$ cat src/rtl/ylmg_pkg.sv
`default_nettype none
package ylmg_pkg;

  localparam int unsigned GammaPoints = 17;
  localparam int unsigned GammaTables = 3;

  typedef enum logic {
    OP_PIXEL = 1'b0,
    OP_TABLE = 1'b1
  } opcode_e;

  typedef enum logic [2:0] {
    REG_L0_CTRL = 3'd0,
    REG_L1_CTRL = 3'd1,
    REG_KEY0    = 3'd2,
    REG_KEY1    = 3'd3,
    REG_RATIO0  = 3'd4,
    REG_RATIO1  = 3'd5,
    REG_GAMMA   = 3'd6,
    REG_NONE    = 3'd7
  } reg_e;

  typedef enum logic [1:0] {
    OVL_TRANSP = 2'd0,
    OVL_AND    = 2'd1,
    OVL_OR     = 2'd2,
    OVL_INV    = 2'd3
  } ovl_e;

  // register block snapshot passed to the back end
  typedef struct packed {
    logic [4:0]  ctrl0;
    logic [4:0]  ctrl1;
    logic [23:0] key0;
    logic [23:0] key1;
    logic [8:0]  ratio0;
    logic [8:0]  ratio1;
    logic        gamma_en;
  } cfg_t;

  // one classified transaction in the queue; table writes travel in order too
  typedef struct packed {
    logic [23:0] video0;
    logic [23:0] video1;
    logic [23:0] gfx0;
    logic [23:0] gfx1;
    logic [1:0]  src0;
    logic [1:0]  src1;
    logic        tw;
    logic [1:0]  tw_chan;
    logic [4:0]  tw_idx;
    logic [7:0]  tw_val;
  } job_t;

  typedef logic [7:0] gtab_t [GammaPoints];

  function automatic logic [7:0] gamma_default(input logic [4:0] idx);
    logic [7:0] r;
    unique case (idx)
      5'd0: r = 8'h03;  5'd1: r = 8'h13;  5'd2: r = 8'h2b;  5'd3: r = 8'h48;
      5'd4: r = 8'h62;  5'd5: r = 8'h7b;  5'd6: r = 8'h93;  5'd7: r = 8'ha8;
      5'd8: r = 8'hba;  5'd9: r = 8'hca;  5'd10: r = 8'hd7; 5'd11: r = 8'he3;
      5'd12: r = 8'hec; 5'd13: r = 8'hf4; 5'd14: r = 8'hfa; 5'd15: r = 8'hff;
      default: r = 8'hff;
    endcase
    return r;
  endfunction

  function automatic logic [7:0] clamp8(input logic signed [11:0] v);
    logic [7:0] r;
    if (v < 0) r = 8'd0;
    else if (v > 12'sd255) r = 8'hff;
    else r = v[7:0];
    return r;
  endfunction

endpackage
`default_nettype wire

$ cat src/rtl/ylmg_in_if.sv
`default_nettype none
interface ylmg_in_if;
  logic        valid;
  logic        ready;
  logic        opcode;
  logic [7:0]  luma_first;
  logic [7:0]  chroma_u;
  logic [7:0]  luma_second;
  logic [7:0]  chroma_v;
  logic [23:0] gfx_pixel_first;
  logic [1:0]  gfx_source_first;
  logic [23:0] gfx_pixel_second;
  logic [1:0]  gfx_source_second;
  logic [1:0]  table_channel;
  logic [4:0]  table_index;
  logic [7:0]  table_value;
  modport source (output valid, opcode, luma_first, chroma_u, luma_second, chroma_v,
                  gfx_pixel_first, gfx_source_first, gfx_pixel_second,
                  gfx_source_second, table_channel, table_index, table_value,
                  input ready);
  modport sink (input valid, opcode, luma_first, chroma_u, luma_second, chroma_v,
                gfx_pixel_first, gfx_source_first, gfx_pixel_second,
                gfx_source_second, table_channel, table_index, table_value,
                output ready);
endinterface
`default_nettype wire

$ cat src/rtl/ylmg_out_if.sv
`default_nettype none
interface ylmg_out_if;
  logic        valid;
  logic        ready;
  logic [23:0] rgb_first;
  logic [23:0] rgb_second;
  modport source (output valid, rgb_first, rgb_second, input ready);
  modport sink (input valid, rgb_first, rgb_second, output ready);
endinterface
`default_nettype wire

$ cat src/rtl/ylmg_front.sv
`default_nettype none
module ylmg_front
  import ylmg_pkg::*;
(
  input  wire logic clk_i,
  input  wire logic rst_ni,
  ylmg_in_if.sink   in_if,
  input  wire logic q_ready_i,
  output logic      q_valid_o,
  output job_t      q_job_o
);

  logic       hold_q;
  job_t       job_q;
  logic       acc;
  logic [7:0] r0, g0, b0, r1, g1, b1;

  // chroma terms shared by both pixels
  logic [16:0] rv, gu, gv, bu;
  logic [8:0]  rt, gt, bt;
  logic [17:0] gs;
  assign rv = 17'(9'd359 * in_if.chroma_v);
  assign gu = 17'(7'd88 * in_if.chroma_u);
  assign gv = 17'(8'd183 * in_if.chroma_v);
  assign bu = 17'(9'd454 * in_if.chroma_u);
  assign gs = {1'b0, gu} + {1'b0, gv};
  assign rt = rv[16:8];
  assign gt = gs[16:8];
  assign bt = bu[16:8];

  function automatic logic [23:0] conv(input logic [7:0] y, input logic [8:0] a,
                                       input logic [8:0] c, input logic [8:0] d);
    logic signed [11:0] ys;
    ys = $signed({4'd0, y});
    return {clamp8(ys + $signed({3'd0, a}) - 12'sd179),
            clamp8(ys + 12'sd135 - $signed({3'd0, c})),
            clamp8(ys + $signed({3'd0, d}) - 12'sd227)};
  endfunction

  // single-entry holding register as the queue slot; ready when it drains
  assign in_if.ready = !hold_q || q_ready_i;
  assign acc = in_if.valid && in_if.ready;
  assign q_valid_o = hold_q;
  assign q_job_o = job_q;

  assign {r0, g0, b0} = conv(in_if.luma_first, rt, gt, bt);
  assign {r1, g1, b1} = conv(in_if.luma_second, rt, gt, bt);

  always_ff @(posedge clk_i or negedge rst_ni) begin
    if (!rst_ni) begin
      hold_q <= 1'b0;
    end else if (in_if.ready) begin
      hold_q <= acc;
    end
  end

  always_ff @(posedge clk_i) begin
    if (acc) begin
      job_q.video0  <= {r0, g0, b0};
      job_q.video1  <= {r1, g1, b1};
      job_q.gfx0    <= in_if.gfx_pixel_first;
      job_q.gfx1    <= in_if.gfx_pixel_second;
      job_q.src0    <= in_if.gfx_source_first;
      job_q.src1    <= in_if.gfx_source_second;
      job_q.tw      <= (in_if.opcode == OP_TABLE);
      job_q.tw_chan <= in_if.table_channel;
      job_q.tw_idx  <= in_if.table_index;
      job_q.tw_val  <= in_if.table_value;
    end
  end

  a_hold_keeps: assert property (@(posedge clk_i) disable iff (!rst_ni)
    hold_q && !q_ready_i |=> hold_q && $stable(job_q))
    else $error("queue slot lost a stalled job");
  a_acc_fills: assert property (@(posedge clk_i) disable iff (!rst_ni)
    acc |=> hold_q)
    else $error("accepted transaction not queued");
  a_ready: assert property (@(posedge clk_i) disable iff (!rst_ni)
    !hold_q |-> in_if.ready)
    else $error("front stalled while empty");

endmodule
`default_nettype wire

$ cat src/rtl/ylmg_back.sv
`default_nettype none
module ylmg_back
  import ylmg_pkg::*;
(
  input  wire logic  clk_i,
  input  wire logic  rst_ni,
  input  cfg_t       cfg_i,
  input  wire logic  q_valid_i,
  output logic       q_ready_o,
  input  job_t       q_job_i,
  ylmg_out_if.source out_if
);

  // stage 1: mix, registered; stage 2: gamma into output register
  logic        s1_v_q, out_v_q, adv1, adv2;
  logic [23:0] m0_q, m1_q, o0_q, o1_q;
  logic        g_q;
  // table write carried through stage 1 so it lands in transaction order
  logic        s1_tw_q;
  logic [1:0]  s1_chan_q;
  logic [4:0]  s1_idx_q;
  logic [7:0]  s1_val_q;

  // gamma tables: 51 bytes of flops, each a fixed tap
  logic [7:0] gt_q [GammaTables][GammaPoints];

  always_ff @(posedge clk_i or negedge rst_ni) begin
    if (!rst_ni) begin
      for (int c = 0; c < GammaTables; c++)
        for (int i = 0; i < GammaPoints; i++)
          gt_q[c][i] <= gamma_default(5'(i));
    end else if (adv2 && s1_v_q && s1_tw_q && s1_chan_q < 2'(GammaTables) &&
                 s1_idx_q < 5'(GammaPoints)) begin
      gt_q[s1_chan_q][s1_idx_q] <= s1_val_q;
    end
  end

  function automatic logic [7:0] blend8(input logic [7:0] a, input logic [7:0] b,
                                        input logic [8:0] r);
    logic [16:0] s;
    s = 17'(a * r) + 17'(b * (9'd256 - r));
    return s[15:8];
  endfunction

  function automatic logic [23:0] mix(input logic [23:0] vid, input logic [23:0] gfx,
                                      input logic [1:0] src, input cfg_t cfg);
    logic [4:0]  ctl;
    logic [23:0] key, fr, bk, res;
    logic [8:0]  rat;
    ctl = (src == 2'd2) ? cfg.ctrl1 : cfg.ctrl0;
    key = (src == 2'd2) ? cfg.key1 : cfg.key0;
    rat = (src == 2'd2) ? cfg.ratio1 : cfg.ratio0;
    if (rat > 9'd256) rat = 9'd256;
    fr = ctl[4] ? gfx : vid;
    bk = ctl[4] ? vid : gfx;
    res = vid;
    if (src == 2'd1 || src == 2'd2) begin
      if (ctl[0]) begin
        res = {blend8(vid[23:16], gfx[23:16], rat), blend8(vid[15:8], gfx[15:8], rat),
               blend8(vid[7:0], gfx[7:0], rat)};
      end else if (ctl[1]) begin
        if (fr != key) res = fr;
        else begin
          unique case (ovl_e'(ctl[3:2]))
            OVL_TRANSP: res = bk;
            OVL_AND:    res = fr & bk;
            OVL_OR:     res = fr | bk;
            OVL_INV:    res = ~bk;
          endcase
        end
      end
    end
    return res;
  endfunction

  assign adv2 = !out_v_q || out_if.ready;
  assign adv1 = !s1_v_q || adv2;
  assign q_ready_o = adv1;

  always_ff @(posedge clk_i or negedge rst_ni) begin
    if (!rst_ni) begin
      s1_v_q  <= 1'b0;
      out_v_q <= 1'b0;
    end else begin
      if (adv1) s1_v_q <= q_valid_i;
      if (adv2) out_v_q <= s1_v_q && !s1_tw_q;
    end
  end

  always_ff @(posedge clk_i) begin
    if (adv1 && q_valid_i) begin
      m0_q      <= mix(q_job_i.video0, q_job_i.gfx0, q_job_i.src0, cfg_i);
      m1_q      <= mix(q_job_i.video1, q_job_i.gfx1, q_job_i.src1, cfg_i);
      g_q       <= cfg_i.gamma_en;
      s1_tw_q   <= q_job_i.tw;
      s1_chan_q <= q_job_i.tw_chan;
      s1_idx_q  <= q_job_i.tw_idx;
      s1_val_q  <= q_job_i.tw_val;
    end
  end

  function automatic logic [7:0] gam(input logic [7:0] x, input logic [7:0] lo,
                                     input logic [7:0] hi);
    logic signed [12:0] d;
    logic signed [12:0] v;
    d = ($signed({5'd0, hi}) - $signed({5'd0, lo})) * $signed({9'd0, x[3:0]});
    v = $signed({5'd0, lo}) + (d >>> 4);
    return clamp8(v[11:0]);
  endfunction

  logic [23:0] g0, g1;
  always_comb begin
    for (int k = 0; k < 3; k++) begin
      g0[8*k +: 8] = gam(m0_q[8*k +: 8], gt_q[k][5'(m0_q[8*k+4 +: 4])],
                         gt_q[k][5'(m0_q[8*k+4 +: 4]) + 5'd1]);
      g1[8*k +: 8] = gam(m1_q[8*k +: 8], gt_q[k][5'(m1_q[8*k+4 +: 4])],
                         gt_q[k][5'(m1_q[8*k+4 +: 4]) + 5'd1]);
    end
  end

  always_ff @(posedge clk_i) begin
    if (adv2 && s1_v_q && !s1_tw_q) begin
      o0_q <= g_q ? g0 : m0_q;
      o1_q <= g_q ? g1 : m1_q;
    end
  end

  assign out_if.valid      = out_v_q;
  assign out_if.rgb_first  = o0_q;
  assign out_if.rgb_second = o1_q;

  a_out_hold: assert property (@(posedge clk_i) disable iff (!rst_ni)
    out_v_q && !out_if.ready |=> out_v_q && $stable(o0_q))
    else $error("stalled result changed");
  a_s1_flow: assert property (@(posedge clk_i) disable iff (!rst_ni)
    s1_v_q && !s1_tw_q && adv2 |=> out_v_q)
    else $error("mixed pixel lost");
  a_q_take: assert property (@(posedge clk_i) disable iff (!rst_ni)
    q_valid_i && q_ready_o |=> s1_v_q)
    else $error("queued job dropped");

endmodule
`default_nettype wire

$ cat src/rtl/yuv_layer_mix_gamma.sv
// Path: convert into the queue slot, mix into stage 1, gamma into the output register.
// Throughput: one pixel pair per cycle unless the output stalls; a table write gives no result.
// Output register and one-slot queue between convert and mix decouple the sides.
// Reset (rst_ni, async low): config registers to 0, gamma tables to the default curve,
// all pipeline slots empty.
`default_nettype none
module yuv_layer_mix_gamma
  import ylmg_pkg::*;
(
  input  wire logic        clk_i,
  input  wire logic        rst_ni,
  ylmg_in_if.sink          in_if,
  ylmg_out_if.source       out_if,
  input  wire logic        psel,
  input  wire logic        penable,
  input  wire logic        pwrite,
  input  wire logic [4:0]  paddr,
  input  wire logic [31:0] pwdata,
  output logic [31:0]      prdata,
  output logic             pready
);

  cfg_t cfg_q;
  reg_e ra;

  assign pready = 1'b1;
  assign ra = reg_e'(paddr[4:2]);

  // register writes
  always_ff @(posedge clk_i or negedge rst_ni) begin
    if (!rst_ni) begin
      cfg_q <= '0;
    end else if (psel && penable && pwrite) begin
      unique case (ra)
        REG_L0_CTRL: cfg_q.ctrl0    <= pwdata[4:0];
        REG_L1_CTRL: cfg_q.ctrl1    <= pwdata[4:0];
        REG_KEY0:    cfg_q.key0     <= pwdata[23:0];
        REG_KEY1:    cfg_q.key1     <= pwdata[23:0];
        REG_RATIO0:  cfg_q.ratio0   <= pwdata[8:0];
        REG_RATIO1:  cfg_q.ratio1   <= pwdata[8:0];
        REG_GAMMA:   cfg_q.gamma_en <= pwdata[0];
        REG_NONE:    ;
      endcase
    end
  end

  // register reads
  always_comb begin
    unique case (ra)
      REG_L0_CTRL: prdata = {27'd0, cfg_q.ctrl0};
      REG_L1_CTRL: prdata = {27'd0, cfg_q.ctrl1};
      REG_KEY0:    prdata = {8'd0, cfg_q.key0};
      REG_KEY1:    prdata = {8'd0, cfg_q.key1};
      REG_RATIO0:  prdata = {23'd0, cfg_q.ratio0};
      REG_RATIO1:  prdata = {23'd0, cfg_q.ratio1};
      REG_GAMMA:   prdata = {31'd0, cfg_q.gamma_en};
      REG_NONE:    prdata = 32'd0;
    endcase
  end

  logic       q_valid, q_ready;
  job_t       q_job;

  ylmg_front u_front (
    .clk_i, .rst_ni, .in_if,
    .q_ready_i(q_ready), .q_valid_o(q_valid), .q_job_o(q_job)
  );

  ylmg_back u_back (
    .clk_i, .rst_ni, .cfg_i(cfg_q),
    .q_valid_i(q_valid), .q_ready_o(q_ready), .q_job_i(q_job),
    .out_if
  );

endmodule
`default_nettype wire

$ cat src/flat_wrapper.sv
// flat-port wrapper written by rule: the top's interface ports become plain ports
module yuv_layer_mix_gamma_flat import ylmg_pkg::*;
  (clk_i, rst_ni, psel, penable, pwrite, paddr, pwdata, prdata, pready, in_if_valid, in_if_opcode, in_if_luma_first, in_if_chroma_u, in_if_luma_second, in_if_chroma_v, in_if_gfx_pixel_first, in_if_gfx_source_first, in_if_gfx_pixel_second, in_if_gfx_source_second, in_if_table_channel, in_if_table_index, in_if_table_value, in_if_ready, out_if_valid, out_if_rgb_first, out_if_rgb_second, out_if_ready);
  ylmg_in_if in_if_i ();
  ylmg_out_if out_if_i ();
  input  wire logic clk_i;
  input  wire logic rst_ni;
  input  wire logic psel;
  input  wire logic penable;
  input  wire logic pwrite;
  input  wire logic [4:0] paddr;
  input  wire logic [31:0] pwdata;
  output logic [31:0] prdata;
  output logic pready;
  input wire logic [$bits(in_if_i.valid)-1:0] in_if_valid;
  input wire logic [$bits(in_if_i.opcode)-1:0] in_if_opcode;
  input wire logic [$bits(in_if_i.luma_first)-1:0] in_if_luma_first;
  input wire logic [$bits(in_if_i.chroma_u)-1:0] in_if_chroma_u;
  input wire logic [$bits(in_if_i.luma_second)-1:0] in_if_luma_second;
  input wire logic [$bits(in_if_i.chroma_v)-1:0] in_if_chroma_v;
  input wire logic [$bits(in_if_i.gfx_pixel_first)-1:0] in_if_gfx_pixel_first;
  input wire logic [$bits(in_if_i.gfx_source_first)-1:0] in_if_gfx_source_first;
  input wire logic [$bits(in_if_i.gfx_pixel_second)-1:0] in_if_gfx_pixel_second;
  input wire logic [$bits(in_if_i.gfx_source_second)-1:0] in_if_gfx_source_second;
  input wire logic [$bits(in_if_i.table_channel)-1:0] in_if_table_channel;
  input wire logic [$bits(in_if_i.table_index)-1:0] in_if_table_index;
  input wire logic [$bits(in_if_i.table_value)-1:0] in_if_table_value;
  output wire logic [$bits(in_if_i.ready)-1:0] in_if_ready;
  output wire logic [$bits(out_if_i.valid)-1:0] out_if_valid;
  output wire logic [$bits(out_if_i.rgb_first)-1:0] out_if_rgb_first;
  output wire logic [$bits(out_if_i.rgb_second)-1:0] out_if_rgb_second;
  input wire logic [$bits(out_if_i.ready)-1:0] out_if_ready;
  assign in_if_i.valid = in_if_valid;
  assign in_if_i.opcode = in_if_opcode;
  assign in_if_i.luma_first = in_if_luma_first;
  assign in_if_i.chroma_u = in_if_chroma_u;
  assign in_if_i.luma_second = in_if_luma_second;
  assign in_if_i.chroma_v = in_if_chroma_v;
  assign in_if_i.gfx_pixel_first = in_if_gfx_pixel_first;
  assign in_if_i.gfx_source_first = in_if_gfx_source_first;
  assign in_if_i.gfx_pixel_second = in_if_gfx_pixel_second;
  assign in_if_i.gfx_source_second = in_if_gfx_source_second;
  assign in_if_i.table_channel = in_if_table_channel;
  assign in_if_i.table_index = in_if_table_index;
  assign in_if_i.table_value = in_if_table_value;
  assign in_if_ready = in_if_i.ready;
  assign out_if_valid = out_if_i.valid;
  assign out_if_rgb_first = out_if_i.rgb_first;
  assign out_if_rgb_second = out_if_i.rgb_second;
  assign out_if_i.ready = out_if_ready;
  yuv_layer_mix_gamma u_core (.clk_i(clk_i), .rst_ni(rst_ni), .in_if(in_if_i), .out_if(out_if_i), .psel(psel), .penable(penable), .pwrite(pwrite), .paddr(paddr), .pwdata(pwdata), .prdata(prdata), .pready(pready));
endmodule
$ cat config.mk
export PLATFORM = sky130hd
export DESIGN_NAME = yuv_layer_mix_gamma_flat
export DESIGN_NICKNAME = d
export VERILOG_FILES = /design/src/rtl/ylmg_pkg.sv /design/src/rtl/ylmg_in_if.sv /design/src/rtl/ylmg_out_if.sv /design/src/rtl/ylmg_front.sv /design/src/rtl/ylmg_back.sv /design/src/rtl/yuv_layer_mix_gamma.sv /design/src/flat_wrapper.sv
export SDC_FILE = /design/constraint.sdc
export NUM_CORES = 2
export LEC_CHECK = 0
export BUFFER_PORTS_ARGS = -buffer_cell sky130_fd_sc_hd__buf_4
export CAP_MARGIN = 30
export CORE_ASPECT_RATIO = 0.8
export CORE_MARGIN = 5
export CORE_UTILIZATION = 59
export CTS_CLUSTER_DIAMETER = 200
export DETAILED_ROUTE_END_ITERATION = 10
export PLACE_DENSITY_LB_ADDON = 0.1
export SLEW_MARGIN = 15
export SYNTH_ARGS = -nofsm -noshare
export SYNTH_HDL_FRONTEND = slang
export SYNTH_SLANG_ARGS = --single-unit
export TNS_END_PERCENT = 5
$ cat constraint.sdc
create_clock -name clk_i -period 8.5 [get_ports clk_i]
set_clock_uncertainty 0.2 [all_clocks]
set_input_delay 1.7 -clock clk_i [delete_from_list [all_inputs] [get_ports clk_i]]
set_output_delay 1.7 -clock clk_i [all_outputs]
set_load 0.05 [all_outputs]
# Word level (Yosys, flattened, before mapping)
# Index checks and enable logic that the tools add are counted.
classes:
  n_addsub: 39
  n_mul: 22
  div_mod_pow: 0
  order_cmp: 44
  n_eq_ne: 19
  shifts: 0
  muxes: 86
  n_bitwise: 20
  n_reduce_logical: 31
op_table:
  columns: ["operator", "count"]
  rows:
  - ["binary-select mux 8 bit (select 5 bit)", 12]
  - ["bitwise mux 408 bit", 1]
  - ["two-way mux 24 bit", 16]
  - ["two-way mux 8 bit", 43]
  - ["demux 136 bit (select 2 bit)", 1]
  - ["one-hot mux 32 bit (8 select lines)", 1]
  - ["one-hot mux 24 bit (4 select lines)", 2]
  - ["two-way mux 136 bit", 1]
  - ["adder 16 bit", 6]
  - ["multiplier 8 x 9 -> 16 bit", 6]
  - ["> comparator 10 x 9 -> 1 bit (second input constant)", 8]
  - ["less-than comparator 10 x 1 -> 1 bit (second input constant)", 8]
  - ["greater-or-equal comparator 6 bit (second input constant)", 13]
  - ["multiplier 9 x 5 -> 13 bit", 6]
  - ["multiplier 8 x 17 -> 16 bit", 4]
  - ["adder 9 x 9 -> 10 bit", 6]
  - ["two-way mux 9 bit", 6]
  - ["subtractor 8 x 8 -> 9 bit", 6]
  - ["AND 24 bit", 2]
  - ["!= test 24 bit", 2]
  - ["inverter 24 bit", 2]
  - ["OR 24 bit", 2]
  - ["> comparator 11 x 9 -> 1 bit (second input constant)", 4]
  - ["less-than comparator 11 x 1 -> 1 bit (second input constant)", 4]
  - ["33 further kinds", 99]
totals:
  ff_bits: 717
  latchBits: 0
  ramBits: 0
  romBits: 0
  in_bits: 144
  out_inout_bits: 83
  word_cells: 345
  memories: 0

# Depth between registers and ports, before layout
depth:
  depth_word: 12
  ltp_mapped: 36
  depth_no_buf: 34

# By module
# A second synthesis with hierarchy kept.
unflattened:
  hier_cells: 8875
  hier_area_um2: 92707.7
modules_own_cells:
  columns: ["module", "n_inst", "cells_per_inst", "area_per_inst_um2", "seq_area_each_um2"]
  rows:
  - ["ylmg_back", 1, 7581, 77977.3, 13949.6]
  - ["ylmg_front", 1, 1024, 11081.9, 3508.4]
  - ["yuv_layer_mix_gamma", 1, 270, 3648.5, 1926.8]

# Worst setup path before layout
# OpenSTA, ideal clock, no wires.
synth_timing:
  path_type: "register to register"
  from: "reg u_core.u_back.m1_q[12]"
  to: "reg u_core.u_back.o1_q[13], in the netlist u_core.u_back.out_if.rgb_second[13] (data pin)"
  setup_time_ns: 0.270
  arrival_time_ns: 7.911
  required_time_ns: 8.030
  slack_ns: 0.119
  path_stages_with_launch: 37
  path_buffers: 5
  synth_period_minus_slack_ns: 8.381
  path_cell_list: "edfxtp_1 -> buf_2 -> buf_2 -> buf_1 -> clkbuf_1 -> buf_1 -> mux2i_1 -> a221oi_1 -> o21ai_0 -> nand2_1 -> ha_1 -> fa_1 -> nor2b_1 -> nand3_1 -> a211o_1 -> a21oi_2 -> nor3_2 -> a31o_4 -> nand2_1 -> inv_1 -> ha_1 -> fa_1 -> inv_1 -> fa_1 -> inv_1 -> ha_1 -> and3_1 -> a21oi_1 -> o21ai_0 -> nor2_1 -> xnor2_1 -> ha_1 -> a21o_1 -> a31oi_1 -> nand3_1 -> mux2i_1 -> a21oi_1"
synth_between:
  elab_chain_cells: 12
  elab_cells_between_ends: 17
  cone_classes: "add/sub: 3; mul: 1; order compare: 2; mux: 9; bitwise: 2"
synth_lines:
  columns: ["item", "line", "rtl"]
  rows:
  - ["start, declared", "ylmg_back.sv:16", "logic [23:0] m0_q, m1_q, o0_q, o1_q;"]
  - ["start signal, assigned", "ylmg_back.sv:93", "m1_q <= mix(q_job_i.video1, q_job_i.gfx1, q_job_i.src1, cfg_i);"]
  - ["adder 4 x 1 -> 5 bit", "ylmg_back.sv:117", "gt_q[k][5'(m1_q[8*k+4 +: 4]) + 5'd1]);"]
  - ["inverter 5 -> 6 bit (implied by the code)", "ylmg_back.sv:117", null]
  - ["binary-select mux 8 bit (select 5 bit)", "ylmg_back.sv:117", null]
  - ["two-way mux 8 bit (implied by the code) (2 in series)", "ylmg_back.sv:117", null]
  - ["subtractor 8 x 8 -> 9 bit", "ylmg_back.sv:106", "d = ($signed({5'd0, hi}) - $signed({5'd0, lo})) * $signed({9'd0, x[3:0]});"]
  - ["multiplier 9 x 5 -> 13 bit", "ylmg_back.sv:106", null]
  - ["adder 9 x 9 -> 10 bit *", "ylmg_back.sv:107", "v = $signed({5'd0, lo}) + (d >>> 4);"]
  - ["> comparator 10 x 9 -> 1 bit", "ylmg_pkg.sv:72", "else if (v > 12'sd255) r = 8'hff;"]
  - ["two-way mux 8 bit", "ylmg_pkg.sv:72", null]
  - ["two-way mux 8 bit *", "ylmg_pkg.sv:71", "if (v < 0) r = 8'd0;"]
  - ["two-way mux 24 bit *", "ylmg_back.sv:124", "o1_q <= g_q ? g1 : m1_q;"]
  - ["end signal, assigned", "ylmg_back.sv:124", null]
  - ["end, declared", "ylmg_back.sv:16", null]
# Mark *: on every way between the ends. The rest lies on a longest branch, timed or not. The select of a mux whose other input is x is not followed.
# A chain may end at the register's enable or synchronous reset.

# Final worst setup path
layout_timing:
  from: "reg u_core.cfg_q[11] (netlist bit)"
  to: "reg u_core.u_back.m1_q[15] (data pin)"
layout_between:
  elab_chain_cells: 9
  elab_cells_between_ends: 10
  cone_classes: "add/sub: 2; mul: 2; order compare: 1; mux: 5"
layout_lines:
  columns: ["item", "line", "rtl"]
  rows:
  - ["start, declared", "yuv_layer_mix_gamma.sv:23", "cfg_t cfg_q;"]
  - ["two-way mux 9 bit *", "ylmg_back.sv:52", "rat = (src == 2'd2) ? cfg.ratio1 : cfg.ratio0;"]
  - ["> comparator 9 bit", "ylmg_back.sv:53", "if (rat > 9'd256) rat = 9'd256;"]
  - ["two-way mux 9 bit *", "ylmg_back.sv:53", null]
  - ["two-way mux 9 bit *", "ylmg_back.sv:91", "if (adv1 && q_valid_i) begin"]
  - ["subtractor 9 x 9 -> 10 bit", "ylmg_back.sv:41", "s = 17'(a * r) + 17'(b * (9'd256 - r));"]
  - ["multiplier 8 x 17 -> 16 bit", "ylmg_back.sv:41", null]
  - ["adder 16 bit *", "ylmg_back.sv:41", null]
  - ["two-way mux 24 bit *", "ylmg_back.sv:58", "if (ctl[0]) begin"]
  - ["two-way mux 24 bit *", "ylmg_back.sv:57", "if (src == 2'd1 || src == 2'd2) begin"]
# Marks and branches as above.

==> summary.md <==
| Metric | Value |
|---|---|
| Reg-to-reg setup timing slack | 80 ps |
| Metal2 WL | 123.5 mm |
| WL met1 | 113.0 mm |
| R2r endpoint | u_core.u_back.m1_q[15] |
| Slowest-stage cell, CP | fa_1 |
| Register area | 19380 um2 |
| Adder-Cell Fraction of Synth Area | 30.02% |
| Number of buffers created by CTS | 82 |
| TritonCTS Sinks | 717 |
| Final Hold Vio Count | 0 |
| Xor-xnor portion of the synthesized cell area | 3.808% |
| Library cells used by synthesis | 109 |
| Initial antenna violation count | 20 |
| # IOs | 227 |
| Skew-Pair Late Insertion Delay | 730 ps |
| Hold Crit Class | reg -> reg |
| Footprint of the multi-input gates | 67960 um2 |
| Final Max Slew Viols | 0 |
| WP data required | 8790 ps |
| FF-to-FF path depth | 28 |
| Main synth FF type | dfrtp_1 |
| Post-synthesis cell area | 93180 um2 |
| Startpoint type of the worst setup path | flop |
| Slew Limit Headroom | 26.30% |
| Placeable Area | 157000 um2 |
| Via count | 72009 |
| Critical Path AT | 8710 ps |
| Most frequent cells after synthesis | inv_1 (1326), fa_1 (912), nand2_1 (786) |
| Worst hold path endpoint | u_core.u_back.s1_idx_q[3] |
| Final weighted congestion in routability-driven placement | 0.9686 |
| RSZ-0062 raised after global routing | yes |
| Setup violators final | 0 |
| YS warnings | 0 |
| Share of layout cells above drive strength 1 | 21.51% |
| Mux cell area share after synthesis | 18.02% |
| First DRT Iteration DRCs | 6983 |
| Fmax | 118.7 MHz |
| Synth top area cells | fa_1 (20%), ha_1 (10%), mux4_2 (8.5%) |
| Vias/cell | 6.182 |
| R2R Path Start | u_core.cfg_q[11] |
| Avg Cell Area, Syn | 10.23 um2 |
| Gate Count Post-Synth | 9108 |
| Post-synth EDFFs | 229 |
| Post-placement setup slack | -366.7 ps |
| Filler cells | 12392 |
| Status | complete, no violations |
| Register area share after synthesis | 20.80% |
| Kind of critical path | reg -> reg |
| Count leader, synth | inv_1 |
| Hold path cells | 0 |
| Clk slew on worst S/H paths | 60 ps |
| DR top layer | met5 |
| Compound-Gate Fraction of Synth Area | 8.172% |
| Register bit count reported by yosys | 717 |
| Hold slack | 219.1 ps |
| Die height | 365.5 um |
| Overall global routing resource usage | 34.18% |
| Final wirelength | 282.7 mm |
| Rows | 130 |
| Crit. End Element | flop |
| Most frequent cell on the critical path | fa_1 |
| Largest family of logic cells by synthesized area | adder cells |
| Least-Margin Pin Slew | 1101 ps |
| Initial Util | 59.37% |
| Post-DP HPWL | 215.4 mm |
| Worst setup margin | 78.60 ps |
| CTS tree | done |
| Number of global-route vias before repair | 73434 |
| Top cell type's share of synthesized area | 19.59% |
| Antenna-violating nets left | 0 |
| First-pass GRT wire length | 435.3 mm |
| Largest net degree at the start of global routing | 159 |
| DRT Pass-1 Iters | 6 |
| DRC Markers | 0 |
| H-Tree Depth | 3 |
| Crit Path Max Fanout | 22 |
| Largest stage delay on the critical path | 560 ps |
| Tcrit/Tclk final | 99.08% |
| Die area | 166000 um2 |
| Drt wl/cell | 24.27 um |
| Max Root-Sink Buffers | 3 |
| PortBufs | 207 |
| Routed wl met3 | 30.76 mm |
| Final min period | 8421 ps |
| Simple-gate share of the synthesized area | 11.75% |
| Post-synth ARST share | 68.06% |
| Synth-to-layout area growth | 10.79% |
| Post-CTS Hold Fix Bufs | 0 |
| Die width | 454.3 um |
| Final nets | 11288 |
| Overflow after GRT | 0 |
| Area leader, netlist | fa_1 |
| CTS root buf | clkbuf_16 |
| Hold_sp | u_core.u_front.q_job_o[11] |
| Max-cap viol count | 0 |
## flip-flops by register name (all words and copies together) (netlist names)
| name | count |
|---|---|
| u_core.u_back.gt_q | 408 |
| u_core.u_back.g_q | 1 |
| u_core.u_front.q_valid_o | 1 |
| u_core.u_back.out_if.rgb_second | 24 |
| u_core.u_back.s1_val_q | 8 |
| u_core.u_back.s1_v_q | 1 |
| u_core.u_back.m0_q | 24 |
| u_core.u_back.out_if.valid | 1 |
| u_core.u_back.s1_idx_q | 5 |
| u_core.u_back.s1_tw_q | 1 |
| u_core.u_back.out_if.rgb_first | 24 |
| u_core.u_front.q_job_o | 116 |
| u_core.cfg_q | 77 |
| u_core.u_back.m1_q | 24 |
| u_core.u_back.s1_chan_q | 2 |
## critical path, delay by kind of cell, from the launching register on
family	cells	cell delay [ps]
and+or+nand+nor	6	1210
buffers and inverters	7	910
DFF	1	470
xor gates and xnor gates	2	520
AOI/OAI and AO/OA	6	1610
adders and majority gates	7	3250
## stage by stage
step / instances / TNS, ps / instance area [um2] / util (%)
floorplan: 9219 / 0 / 93600 / -
detailed placement: 11454 / -6107 / 99420 / 63.34
global placement: 11439 / -5178 / 99260 / 63.24
CTS: 11607 / -5.567 / 102400 / 65.24
finish: 11649 / 0 / 103200 / 65.77
global route: 11646 / -1343 / 103200 / 65.77
## timing repair
item / in CTS / in global routing
pin swaps: 1 / 9
setup buffers: 0 / 17
gates resized for setup: 10 / 88
gates cloned: 0 / 6
setup endpoints to repair: 20 / 94
## cells in the final DEF, fill, tap and decap left out, drive strengths merged, types with 22 or more instances in the layout
| master | instances |
|---|---|
| mux4 | 351 |
| fa | 912 |
| dfstp | 237 |
| o31ai | 22 |
| a21oi | 267 |
| a211oi | 44 |
| o22ai | 24 |
| clkbuf | 112 |
| nand2b | 53 |
| a31oi | 29 |
| o21a | 49 |
| clkinv | 30 |
| nor3 | 89 |
| edfxtp | 229 |
| inv | 1338 |
| o211ai | 44 |
| a22oi | 35 |
| xnor2 | 284 |
| a221oi | 40 |
| nand3 | 111 |
| or3 | 23 |
| buf | 626 |
| a21o | 51 |
| dfrtp | 251 |
| nand4 | 41 |
| and3 | 32 |
| a311oi | 22 |
| mux2i | 296 |
| nor2b | 89 |
| ha | 775 |
| nand2 | 787 |
| and2 | 551 |
| nor2 | 357 |
| conb | 113 |
| mux2 | 526 |
| xor2 | 101 |
| o21ai | 233 |
## kinds of logic after synthesis
kind of cell / after synthesis
AO/OA/AOI/OAI: 1106
buffers and inverters: 1807
adder cells (fa/ha/maj): 1689
XOR/XNOR: 392
AND/OR/NAND/NOR: 2222
multiplexers: 1173
other: 2
flip-flops: 717
## per-layer routing
| layer | GRT usage [%] | up-vias |
|---|---|---|
| met5 | 0 | - |
| li1 | - | 31569 |
| met3 | 9.077 | 679 |
| met2 | 51.39 | 3704 |
| met1 | 46.64 | 36049 |
| met4 | 15.71 | 8 |
## layout make-up
| type | count | share of cell area, % |
|---|---|---|
| Antenna cell | 11 | 0.02666 |
| Clock buffer | 108 | 2.289 |
| Clock inverter | 45 | 0.5357 |
| Inverter | 1331 | 4.839 |
| Multi-Input combinational cell | 6695 | 65.83 |
| Sequential cell | 717 | 18.78 |
| Tap cell | 2112 | 2.560 |
| Timing Repair Buffer | 630 | 5.139 |
## worst max path at each step
stage                                           from                                  end
final                               u_core.cfg_q[11]               u_core.u_back.m1_q[15]
after global routing          u_core.u_back.m1_q[20]  u_core.u_back.out_if.rgb_second[21]
after CTS                 u_core.u_front.q_job_o[16]               u_core.u_back.m1_q[15]
after detailed placement           in_if_chroma_u[2]          u_core.u_front.q_job_o[104]
after global placement             in_if_chroma_u[2]          u_core.u_front.q_job_o[103]
after floorplan               u_core.u_back.m1_q[12]  u_core.u_back.out_if.rgb_second[13]
Power is not shown: default switching activity piles up to over one toggle a cycle in this logic, so the estimate is an artifact.
